$ cat config.mk
export PLATFORM = sky130hd
export DESIGN_NAME = sfen_board_field_parser_top
export DESIGN_NICKNAME = d
export VERILOG_FILES = /design/src/design/sfbp_pkg.sv /design/src/design/sfen_board_field_parser_top.sv
export SDC_FILE = /design/constraint.sdc
export NUM_CORES = 1
export LEC_CHECK = 0
export BUFFER_PORTS_ARGS = -buffer_cell sky130_fd_sc_hd__buf_2
export CELL_PAD_IN_SITES_DETAIL_PLACEMENT = 1
export CELL_PAD_IN_SITES_GLOBAL_PLACEMENT = 2
export CORE_MARGIN = 8
export CORE_UTILIZATION = 37
export DETAILED_ROUTE_END_ITERATION = 8
export PLACE_DENSITY = 0.9
export SLEW_MARGIN = 20
export SYNTH_ARGS = -nofsm -noshare
export SYNTH_HDL_FRONTEND = slang
export SYNTH_SLANG_ARGS = --single-unit
export TNS_END_PERCENT = 10
$ cat constraint.sdc
create_clock -name clk -period 5.43 [get_ports clk]
set_input_delay 0.543 -clock clk [delete_from_list [all_inputs] [get_ports clk]]
set_output_delay 0.543 -clock clk [all_outputs]
set_load 0.02 [all_outputs]
$ cat src/design/sfbp_pkg.sv
`timescale 1ns / 1ps
// ----------------------------------------------------------------------------
// sfbp_pkg
// shared constants, error codes and piece lookup for the sfen board parser
// ----------------------------------------------------------------------------
package sfbp_pkg;

    localparam int BOARD_SIZE_DEF = 9;

    typedef logic [2:0] err_t;

    localparam err_t ERR_OK       = 3'd0;
    localparam err_t ERR_RANKS    = 3'd1;
    localparam err_t ERR_UNFILLED = 3'd2;
    localparam err_t ERR_OVERFULL = 3'd3;
    localparam err_t ERR_UNKNOWN  = 3'd4;
    localparam err_t ERR_PROMO    = 3'd5;

    localparam logic [7:0] CH_SLASH = 8'h2F;
    localparam logic [7:0] CH_PLUS  = 8'h2B;
    localparam logic [7:0] CH_ZERO  = 8'h30;
    localparam logic [7:0] CH_ONE   = 8'h31;
    localparam logic [7:0] CH_NINE  = 8'h39;
    localparam logic [7:0] CH_LO_A  = 8'h61;
    localparam logic [7:0] CH_LO_Z  = 8'h7A;
    localparam logic [7:0] CASE_GAP = 8'h20;

    localparam logic [3:0] KIND_NONE   = 4'd0;
    localparam logic [3:0] KIND_PAWN   = 4'd1;
    localparam logic [3:0] KIND_LANCE  = 4'd2;
    localparam logic [3:0] KIND_KNIGHT = 4'd3;
    localparam logic [3:0] KIND_SILVER = 4'd4;
    localparam logic [3:0] KIND_GOLD   = 4'd5;
    localparam logic [3:0] KIND_BISHOP = 4'd6;
    localparam logic [3:0] KIND_ROOK   = 4'd7;
    localparam logic [3:0] KIND_KING   = 4'd8;
    localparam logic [3:0] PROMO_ADD   = 4'd8;

    localparam logic signed [5:0] FILES_MIN = -6'sd32;

    // uppercase letter to piece kind, zero for anything else
    function automatic logic [3:0] kind_of(input logic [7:0] up);
        logic [3:0] k;
        begin
            case (up)
                8'h50:   k = KIND_PAWN;   // P
                8'h4C:   k = KIND_LANCE;  // L
                8'h4E:   k = KIND_KNIGHT; // N
                8'h53:   k = KIND_SILVER; // S
                8'h47:   k = KIND_GOLD;   // G
                8'h42:   k = KIND_BISHOP; // B
                8'h52:   k = KIND_ROOK;   // R
                8'h4B:   k = KIND_KING;   // K
                default: k = KIND_NONE;
            endcase
            return k;
        end
    endfunction

endpackage

$ cat src/design/sfen_board_field_parser_top.sv
`timescale 1ns / 1ps
// ----------------------------------------------------------------------------
// sfen_board_field_parser_top
// parses the board-placement field of a shogi sfen string, one byte a beat
// ----------------------------------------------------------------------------
// usage
//   input channel: one ascii byte of the board field per beat (character),
//   with last marking the final byte of the field.
//   output channel: zero or one result beat per input beat. a result comes
//   for every placed piece (write_valid, square_file, square_rank,
//   piece_code), for the byte that first raises an error, and for the last
//   byte (done_res set). error_code carries the latched first error.
//   path: a byte is captured in the input register, and its result is
//   captured in the output register.
//   throughput: one byte per cycle while out_ready is high; the per-byte work
//   is a few narrow compares and a small counter update between the two registers.
//   stall: when the receiver holds out_ready low with a result pending, the
//   byte in the input register waits and in_ready falls, so one byte and one
//   result are held; flow resumes in the cycle out_ready rises again.
//   reset: rank 1, all files open, no pending promotion, no error. the same
//   state is restored after the result of the last byte.
// ----------------------------------------------------------------------------
module sfen_board_field_parser_top
    import sfbp_pkg::*;
#(
    parameter int BOARD_SIZE = BOARD_SIZE_DEF
)
(
    input  logic              clk,
    input  logic              rst_n,
    input  logic              in_valid,
    output logic              in_ready,
    input  logic [7:0]        character,
    input  logic              last,
    output logic              out_valid,
    input  logic              out_ready,
    output logic              write_valid,
    output logic [3:0]        square_file,
    output logic [3:0]        square_rank,
    output logic signed [4:0] piece_code,
    output logic              done_res,
    output logic [2:0]        error_code
);

    localparam logic [3:0]        RankMax   = 4'(BOARD_SIZE);
    localparam logic [3:0]        RankLimit = 4'(BOARD_SIZE + 1);
    localparam logic signed [5:0] FilesRst  = 6'(BOARD_SIZE);

    // input register
    logic       in_valid_reg;
    logic [7:0] char_reg;
    logic       last_reg;

    // parser state
    logic [3:0]        rank_reg,  rank_next;
    logic signed [5:0] files_reg, files_next;
    logic              promo_reg, promo_next;
    err_t              err_reg,   err_next;

    // output register
    logic              out_valid_reg;
    logic              wr_reg;
    logic [3:0]        file_reg;
    logic [3:0]        rank_out_reg;
    logic signed [4:0] code_reg;
    logic              done_reg;
    err_t              err_out_reg;

    // byte evaluation
    logic              proc_go;
    logic              emit;
    logic              wr;
    logic [3:0]        wfile;
    logic signed [4:0] code;
    err_t              err_new;
    logic [7:0]        up;
    logic              is_lower;
    logic [3:0]        kind;
    logic [3:0]        kind_fin;
    logic [3:0]        digit;
    logic signed [6:0] files_diff;

    // a byte leaves the input register when the output slot is free or freeing
    assign proc_go  = in_valid_reg && (!out_valid_reg || out_ready);
    assign in_ready = !in_valid_reg || proc_go;

    assign is_lower   = (char_reg >= CH_LO_A) && (char_reg <= CH_LO_Z);
    assign up         = is_lower ? (char_reg - CASE_GAP) : char_reg;
    assign kind       = kind_of(up);
    assign kind_fin   = promo_reg ? (kind + PROMO_ADD) : kind;
    assign digit      = 4'(char_reg - CH_ZERO);
    assign files_diff = 7'(signed'(files_reg)) - 7'(signed'({3'b000, digit}));

    always_comb
    begin
        rank_next  = rank_reg;
        files_next = files_reg;
        promo_next = promo_reg;
        err_next   = err_reg;
        err_new    = ERR_OK;
        wr         = 1'b0;
        wfile      = 4'd0;
        code       = 5'sd0;

        if (err_reg == ERR_OK)
        begin
            if (rank_reg > RankMax)
            begin
                err_new = ERR_RANKS;
            end
            else if (char_reg == CH_SLASH)
            begin
                if (files_reg != 6'sd0)
                begin
                    err_new = (files_reg > 6'sd0) ? ERR_UNFILLED : ERR_OVERFULL;
                end
                else
                begin
                    rank_next  = rank_reg + 4'd1;
                    files_next = FilesRst;
                    promo_next = 1'b0;
                end
            end
            else if (char_reg == CH_PLUS)
            begin
                promo_next = 1'b1;
            end
            else if ((char_reg >= CH_ONE) && (char_reg <= CH_NINE))
            begin
                // saturate low so a long run of digits cannot wrap
                files_next = (files_diff < 7'(FILES_MIN)) ? FILES_MIN : files_diff[5:0];
                promo_next = 1'b0;
            end
            else if (files_reg < 6'sd1)
            begin
                err_new = ERR_OVERFULL;
            end
            else if (kind == KIND_NONE)
            begin
                err_new = ERR_UNKNOWN;
            end
            else if (promo_reg && ((kind == KIND_GOLD) || (kind == KIND_KING)))
            begin
                err_new = ERR_PROMO;
            end
            else
            begin
                wr         = 1'b1;
                wfile      = files_reg[3:0];
                code       = is_lower ? -signed'({1'b0, kind_fin}) : signed'({1'b0, kind_fin});
                files_next = files_reg - 6'sd1;
                promo_next = 1'b0;
            end

            err_next = err_new;
            // end-of-field check on the updated file count
            if (last_reg && (err_new == ERR_OK) && (files_next != 6'sd0))
            begin
                err_next = (files_next > 6'sd0) ? ERR_UNFILLED : ERR_OVERFULL;
            end
        end
    end

    assign emit = wr || (err_new != ERR_OK) || last_reg;

    always_ff @(posedge clk or negedge rst_n)
    begin
        if (!rst_n)
        begin
            in_valid_reg <= 1'b0;
        end
        else if (in_ready)
        begin
            in_valid_reg <= in_valid;
        end
    end

    always_ff @(posedge clk)
    begin
        if (in_valid && in_ready)
        begin
            char_reg <= character;
            last_reg <= last;
        end
    end

    always_ff @(posedge clk or negedge rst_n)
    begin
        if (!rst_n)
        begin
            rank_reg  <= 4'd1;
            files_reg <= FilesRst;
            promo_reg <= 1'b0;
            err_reg   <= ERR_OK;
        end
        else if (proc_go)
        begin
            if (last_reg)
            begin
                rank_reg  <= 4'd1;
                files_reg <= FilesRst;
                promo_reg <= 1'b0;
                err_reg   <= ERR_OK;
            end
            else
            begin
                rank_reg  <= rank_next;
                files_reg <= files_next;
                promo_reg <= promo_next;
                err_reg   <= err_next;
            end
        end
    end

    always_ff @(posedge clk or negedge rst_n)
    begin
        if (!rst_n)
        begin
            out_valid_reg <= 1'b0;
        end
        else if (proc_go)
        begin
            out_valid_reg <= emit;
        end
        else if (out_ready)
        begin
            out_valid_reg <= 1'b0;
        end
    end

    always_ff @(posedge clk)
    begin
        if (proc_go && emit)
        begin
            wr_reg       <= wr;
            file_reg     <= wfile;
            rank_out_reg <= wr ? rank_reg : 4'd0;
            code_reg     <= code;
            done_reg     <= last_reg;
            err_out_reg  <= err_next;
        end
    end

    assign out_valid   = out_valid_reg;
    assign write_valid = wr_reg;
    assign square_file = file_reg;
    assign square_rank = rank_out_reg;
    assign piece_code  = code_reg;
    assign done_res    = done_reg;
    assign error_code  = err_out_reg;

    // rank never runs past one beyond the board, file count never above size
    a_state_range: assert property (@(posedge clk) disable iff (!rst_n)
        (rank_reg >= 4'd1) && (rank_reg <= RankLimit) && (files_reg <= FilesRst))
        else $error("parser state out of range");

    // a placed piece lands on a real square
    a_square: assert property (@(posedge clk) disable iff (!rst_n)
        out_valid && write_valid |->
            (square_file >= 4'd1) && (square_file <= RankMax) &&
            (square_rank >= 4'd1) && (square_rank <= RankMax) && (piece_code != 5'sd0))
        else $error("write to an invalid square");

    // non-write results carry zeroed square fields
    a_no_write: assert property (@(posedge clk) disable iff (!rst_n)
        out_valid && !write_valid |->
            (square_file == 4'd0) && (square_rank == 4'd0) && (piece_code == 5'sd0))
        else $error("square fields set without a write");

    // state returns to reset after the last byte
    a_field_end: assert property (@(posedge clk) disable iff (!rst_n)
        proc_go && last_reg |=>
            (rank_reg == 4'd1) && (files_reg == FilesRst) && !promo_reg && (err_reg == ERR_OK))
        else $error("state not restored after last byte");

    // a latched error holds until the field ends
    a_err_hold: assert property (@(posedge clk) disable iff (!rst_n)
        (err_reg != ERR_OK) && !(proc_go && last_reg) |=> (err_reg == $past(err_reg)))
        else $error("latched error changed before field end");

endmodule

==> results of run 1 <==
-- metal layers --
layer | track usage (%) | wire length [µm]
met1 | 18.7 | 3350
met2 | 26.2 | 3730
met3 | 2.30 | 352
met4 | 5.19 | 122
met5 | 0 | 0
-- cell families after synthesis --
logic type | Yosys count | share of synthesized area [%]
fa+ha+maj | 12 | 5.69
mux | 1 | 0.361
flops | 43 | 43.8
compound gates | 78 | 19.8
xor+xnor | 7 | 2.48
buf+inv | 24 | 4.11
simple gates | 120 | 23.7
-- worst register-to-register path, stage by stage (launching register included) --
cell      delay, ns
edfxtp_1       0.80
inv_1          0.25
or2_2          0.38
o32ai_1        0.23
nand2_1        0.14
ha_1           0.28
and3b_1        0.18
o211ai_1       0.18
or3_4          0.17
and3_1         0.23
nand3_2        0.21
inv_1          0.28
o21ai_0        0.12
o21ai_1        0.33
buf_4          0.31
-- cells in the mapped netlist, types with 3 or more instances --
master	number
nand3b_1	4
nand2b_1	6
o21ai_0	12
nor2b_1	3
o21a_1	6
a21oi_1	17
nor3_1	14
o21ai_1	4
nand4_1	4
edfxtp_1	27
xnor2_1	3
nand3_1	12
nor2_1	34
a22o_1	3
nand2_1	14
nor3b_1	3
and3b_1	3
and2_1	6
o211ai_1	4
a31oi_1	3
dfrtp_1	13
dfstp_2	3
a22oi_1	3
a41oi_1	3
or3_4	3
ha_1	11
buf_2	4
xor2_1	3
inv_1	15
-- final cells by class --
| class | count | area share, % |
|---|---|---|
| well taps | 99 | 4.00 |
| flip-flops and latches | 43 | 39.2 |
| inverters | 15 | 1.82 |
| clock inverters | 3 | 0.807 |
| clock buffers | 5 | 2.22 |
| multi-input cells | 218 | 46.5 |
| repair buffers | 33 | 5.41 |
-- final timing paths --
kind	cells after the start	end	slack, ns	startpoint
max in group asynchronous	1	files_reg[0]	4.97	rst_n
min in group clk	1	char_reg[2]	0.41	character[2]
max	14	square_file[0]	1.02	char_reg[2]
min reg2reg	2	rank_reg[0]	0.56	rank_reg[0]
max reg2reg	14	square_file[0]	1.02	char_reg[2]
min	1	rank_reg[1]	0.14	rst_n
-- report_power, final --
group | internal, mW | leakage [nW] | switching (mW)
registers | 0.461 | 0.468 | 0.0806
logic | 0.159 | 0.700 | 0.291
clock network | 0.0920 | 0.0443 | 0.119
==> summary.txt, run 1 <==
Routing
  • Antenna viol nets, final: 0
  • DRT Wirelength: between 7000 and 8000 µm
  • 1st-iter DRT viols: 194
  • Drt drc: 0
  • TritonRoute pass-1 iters: 4
  • Vias post-DR: between 2000 and 2500
  • DR vias/cell: 5.60
  • Wire length per cell: between 15 and 20 µm

Critical path
  • Slowest-stage cell, CP: edfxtp_1
  • Critical path's top delay family: simple AND/OR/NAND/NOR gates
  • CP Buf/Inv Count: 3
  • Crit-path cells: inv_1, or2_2, o32ai_1, nand2_1, ha_1, and3b_1, o211ai_1, or3_4, and3_1, nand3_2, inv_1, o21ai_0, o21ai_1, buf_4
  • CP most frequent cell: inv_1
  • Worst EP arrival: 4.41 ns
  • Max FO, Critical Path: 20
  • WS Path Type: reg -> reg
  • WP data required: ~5.4 ns
  • CP Capture Type: flip-flop
  • Crit start category: flip-flop
  • CP peak stage delay: 0.80 ns

Final layout
  • Area growth syn-to-layout: 11.8%
  • Post-Layout Cell Count: 416
  • Finished Cell Area: between 3000 and 4000 µm²
  • Share of cells above drive strength 1: 19.6%
  • Post-Route Utilization: 42.7%
  • Multi-input gate area: 1440 µm²
  • Register Area: 1210 µm²
  • Leading cell type in the layout, fill and taps excluded: nor2_1
  • Nets: 341
  • Fillers: 872
  • Antenna cells: 0
  • Max reg flops: 8
  • Most frequent cells in the layout: nor2_1 (34), buf_2 (32), edfxtp_1 (27), a21oi_1 (17), inv_1 (15)

Placement
  • DP Worst Slack: 1.09 ns
  • Port bufs: 32
  • Placed Instances: between 400 and 500
  • Post-DP Area: 3010 µm²
  • Routability cong.: 0.941
  • Post-DP HPWL: 5730 µm

Timing
  • Setup TNS: 0 ns
  • RSZ-0062 raised after global routing: false
  • Pins Over Slew Limit: 0
  • Worst hold margin: 0.141 ns
  • Tightest Pin Transition: between 0.8 and 0.9 ns
  • Final cycle utilization of the critical path: 81.3%
  • Final min period: 4.41 ns
  • Max_slew headroom: 40.9%
  • Final hold vios: 0
  • Post-route setup slack: 1.02 ns
  • Final Setup Violations: 0
  • Skew final: 0.0147 ns
  • Highest clock rate: 0.227 GHz

Global route
  • Gr usage total: between 15 and 20%
  • First-pass GRT wire length: 12400 µm
  • Initial antenna violation count: 0
  • GR Overflow Total: 0
  • Vias in the first global route: 2455
  • Largest net degree at the start of global routing: 21

Synthesis
  • Async set or reset register ratio after synthesis: 37.2%
  • Library cells used by synthesis: 65
  • Syn_nets: 310
  • Synth Register Bits: 43
  • Yosys warns: 0
  • Post-Syn Area: 2770 µm²
  • Synth area leaders: edfxtp_1 (29%), dfrtp_1 (12%), ha_1 (5.0%), nor2_1 (4.6%), a21oi_1 (3.1%)
  • Post-synth top area share: 29.3%
  • Post-Synthesis Cells: 285
  • Area leader, netlist: edfxtp_1
  • Synth Flop Type: edfxtp_1
  • Post-synthesis sequential area ratio: 43.8%
  • Post-synth EDFFs: 27
  • Syn_area_per_cell: 9.72 µm²

Clocking
  • Clock Sinks: 43
  • Root buffer selected by CTS: clkbuf_8
  • Worst-path clk slew: 0.09 ns
  • CTS tree: yes
  • Clock Path Buffers: 2
  • Post_cts resized: 0
  • Cts hold-fix bufs: 0
  • Setup Fix Bufs, Post-CTS: 0
  • Latest clock arrival within the worst-skew pair: ~0.30 ns
  • # H-tree levels: 2
  • CTS Buf Count: 5

Floorplanning
  • Die height: 103 µm
  • Die W: 103 µm
  • Die ar.: 10500 µm²
  • FP Rows: 31
  • CORE AREA: roughly 7300 µm²
  • Top-level I/O count: 33
  • Initial core utilization: 38.2%

Power
  • Worst VDD drop: between 0.1 and 0.15 mV
  • PwrDens: 388 nW/µm²
  • Total power: roughly 1.2 mW
  • Leakage: 1.21 nW

Run status
  • Outcome: complete, no violations

Worst hold path
  • Worst Hold Class: in -> async

Flow run
  • # Max-Cap Violations: 0
No activity file was read; power rests on OpenSTA's default activity.
==> inputs of run 2 (changes only) <==
--- a/config.mk
+++ b/config.mk
@@ -9,9 +9,9 @@
 export CELL_PAD_IN_SITES_DETAIL_PLACEMENT = 1
 export CELL_PAD_IN_SITES_GLOBAL_PLACEMENT = 2
 export CORE_MARGIN = 8
-export CORE_UTILIZATION = 37
+export CORE_UTILIZATION = 33
 export DETAILED_ROUTE_END_ITERATION = 8
-export PLACE_DENSITY = 0.9
+export PLACE_DENSITY = 0.85
 export SLEW_MARGIN = 20
 export SYNTH_ARGS = -nofsm -noshare
 export SYNTH_HDL_FRONTEND = slang
==> constraint.sdc (replaced) <==
create_clock -name clk -period 3.7 [get_ports clk]
set_input_delay 0.37 -clock clk [delete_from_list [all_inputs] [get_ports clk]]
set_output_delay 0.37 -clock clk [all_outputs]
set_load 0.02 [all_outputs]
==> run 2 against run 1 <==
Compared with the run above: worst setup slack worse by 0.86 ns; clock skew down 0.0067 ns; clock-buffer cell count up 1; utilization decreased by 2.8 points; clock power increased by 64%; fmax rose by 25%; non-clock buffer count grew 15; first-iteration DRC count decreased by 51%; via count grew 1.8%; critical path depth stayed put; die area is 10% higher; worst hold slack improved by 0.10 ns; critical path type unchanged; largest cell class unchanged; highest routed layer unchanged.
==> summary.txt, run 2 (synthesis results as in run 1) <==
Run status
  • Outcome: complete, no violations (unchanged)

Global route
  • GR Overflow Total: 0 (unchanged)
  • Grt met2 use: 23.4% (was 26.2%)
  • Largest net degree at the start of global routing: 18 (was 21)
  • GRT met1 Usage: 17.2% (was 18.7%)
  • Initial antenna violation count: 0 (unchanged)
  • Vias in the first global route: 2458 (was 2455)
  • First-pass GRT wire length: 12700 µm (was 12400 µm)
  • GR peak layer: met2 (unchanged)
  • Grt met3 use: 1.98% (was 2.30%)
  • Gr usage total: 13.5% (was 15.2%)

Routing
  • Drt drc: 0 (unchanged)
  • DRT Wirelength: 7590 µm (was 7550 µm)
  • Vias post-DR: 2371 (was 2329)
  • 1st-iter DRT viols: 96 (was 194)
  • Antenna viol nets, final: 0 (unchanged)
  • Wire length per cell: 17.4 µm (was 18.1 µm)
  • DR vias/cell: 5.43 (was 5.60)
  • TritonRoute pass-1 iters: 4 (unchanged)

Critical path
  • Setup crit start: char_reg[4] (was char_reg[2])
  • Flop-to-flop setup slack: 0.16 ns (was 1.02 ns)
  • Worst r2r path cells: 14 (unchanged)
  • WP data required: 3.71 ns (was 5.42 ns)
  • Slowest-stage cell, CP: or4_1 (was edfxtp_1)
  • CP Capture Type: flip-flop (unchanged)
  • Crit start category: flip-flop (unchanged)
  • Worst r2r dst: piece_code[3] (was square_file[0])
  • Crit-path cells: or4_1, nor2_1, a21oi_2, nand2_1, ha_1, and3b_1, o211ai_1, or3_4, a31o_1, o21ai_2, a31o_1, nor2_1, o21ai_4, buf_12 (was inv_1, or2_2, o32ai_1, nand2_1, ha_1, and3b_1, o211ai_1, or3_4, and3_1, nand3_2, inv_1, o21ai_0, o21ai_1, buf_4)
  • Worst Setup EP: piece_code[3] (was square_file[0])
  • Critical path's top delay family: simple AND/OR/NAND/NOR gates (unchanged)
  • WS Path Type: reg -> reg (unchanged)
  • CP peak stage delay: 0.54 ns (was 0.80 ns)
  • CP Depth: 14 (unchanged)
  • Crit Reg-Reg Startpoint: char_reg[4] (was char_reg[2])
  • Worst EP arrival: 3.55 ns (was 4.41 ns)
  • CP Buf/Inv Count: 1 (was 3)
  • Max FO, Critical Path: 15 (was 20)

Final layout
  • Share of cells above drive strength 1: 23.5% (was 19.6%)
  • Area growth syn-to-layout: 17.7% (was 11.8%)
  • Finished Cell Area: 3260 µm² (was 3100 µm²)
  • Max reg flops: 8 (unchanged)
  • Post-Route Utilization: 39.9% (was 42.7%)
  • Most frequent cells in the layout: nor2_1 (34), buf_2 (32), edfxtp_1 (27), a21oi_1 (16), inv_1 (15) (was nor2_1 (34), buf_2 (32), edfxtp_1 (27), a21oi_1 (17), inv_1 (15))
  • Antenna cells: 0 (unchanged)
  • Leading cell type in the layout, fill and taps excluded: nor2_1 (unchanged)
  • Nets: 356 (was 341)
  • Post-Layout Cell Count: 437 (was 416)

Floorplanning
  • Top-level I/O count: 33 (unchanged)
  • Die ar.: 11600 µm² (was 10500 µm²)
  • FP Rows: 33 (was 31)
  • Die W: 108 µm (was 103 µm)
  • Die height: 108 µm (was 103 µm)
  • Initial core utilization: 33.9% (was 38.2%)
  • CORE AREA: 8180 µm² (was 7250 µm²)

Timing
  • Skew final: 0.00803 ns (was 0.0147 ns)
  • Max_slew headroom: 53.6% (was 40.9%)
  • Final Setup Violations: 0 (unchanged)
  • Tightest Pin Transition: 0.691 ns (was 0.879 ns)
  • Final cycle utilization of the critical path: 95.8% (was 81.3%)
  • Highest clock rate: 0.282 GHz (was 0.227 GHz)
  • Post-route setup slack: 0.157 ns (was 1.02 ns)
  • Pins Over Slew Limit: 0 (unchanged)
  • Final hold vios: 0 (unchanged)
  • Final min period: 3.54 ns (was 4.41 ns)

Clocking
  • Clock Sinks: 43 (unchanged)
  • Latest clock arrival within the worst-skew pair: 0.30 ns (about the same)
  • # H-tree levels: 2 (unchanged)
  • CTS tree: yes (unchanged)
  • Worst-path clk slew: 0.09 ns (about the same)
  • Setup Fix Bufs, Post-CTS: 0 (unchanged)
  • Clock Path Buffers: 2 (unchanged)
  • CTS Buf Count: 5 (unchanged)
  • Root buffer selected by CTS: clkbuf_8 (unchanged)

Placement
  • Post-DP Area: 3140 µm² (was 3010 µm²)
  • DP Worst Slack: 0.200 ns (was 1.09 ns)
  • Port bufs: 32 (unchanged)
  • Post-DP HPWL: 6030 µm (was 5730 µm)
  • Routability cong.: 0.813 (was 0.941)
  • Placed Instances: 428 (was 408)

Worst hold path
  • Worst Hold Class: in -> reg (was in -> async)
  • Worst Hold Depth: 1

Flow run
  • # Max-Cap Violations: 0 (unchanged)

Power
  • Worst VDD drop: 0.141 mV (was 0.117 mV)
  • Leakage: 1.30 nW (was 1.21 nW)
  • PwrDens: 569 nW/µm² (was 388 nW/µm²)
## run 2: where the power goes
group / total (mW) / switching, mW / internal (mW)
logic: 0.735 / 0.454 / 0.281
clock network: 0.345 / 0.171 / 0.174
registers: 0.776 / 0.100 / 0.675
total: 1.86 / 0.725 / 1.13
## run 2: stage by stage
| step | hold slack [ns] | power, mW | TNS (ns) |
|---|---|---|---|
| 4_1_cts | 0.245 | 1.88 | 0 |
| 3_5_place_dp | 0.314 | 1.53 | 0 |
| 6_report | 0.244 | 1.86 | 0 |
| 5_1_grt | 0.240 | 1.98 | -0.0222 |
| 3_3_place_gp | 0.310 | 1.51 | 0 |
| 2_1_floorplan | 0.0744 | 1.25 | 0 |
## run 2: layout make-up
cell class              instances  area [µm²]
clock inverters                 2        13.8
flip-flops and latches         43        1210
fillers                       949        4910
inverters                      15        56.3
repair buffers                 48         295
multi-input cells             218        1460
clock buffers                   6        93.8
well taps                     105         131
## run 2: worst register-to-register path: stages, from the launching register on
cell,delay (ns)
edfxtp_1,0.44
or4_1,0.55
nor2_1,0.18
a21oi_2,0.11
nand2_1,0.12
ha_1,0.20
and3b_1,0.16
o211ai_1,0.10
or3_4,0.38
a31o_1,0.23
o21ai_2,0.17
a31o_1,0.17
nor2_1,0.09
o21ai_4,0.19
buf_12,0.17
## run 2: metal layers
layer | up-vias | part of all wire [%]
met5 | - | 0
met4 | 0 | 0.79
met3 | 4 | 3.2
met2 | 35 | 49
met1 | 1182 | 47
li1 | 1150 | -
## run 2: how the worst min path moves through the flow
stage	from	endpoint	slack [ns]
6_report	character[3]	char_reg[3]	0.24
5_1_grt	character[6]	char_reg[6]	0.24
4_1_cts	character[6]	char_reg[6]	0.24
3_5_place_dp	rst_n	out_valid	0.31
3_3_place_gp	rst_n	in_valid_reg	0.31
2_1_floorplan	rst_n	err_reg[0]	0.07
## run 2: what timing repair did
item                                    4_1_cts  5_1_grt
hold buffers                                  1        0
endpoints found under the setup margin        0       18
endpoints found under the hold margin        13        0
gates resized for setup                       0        1
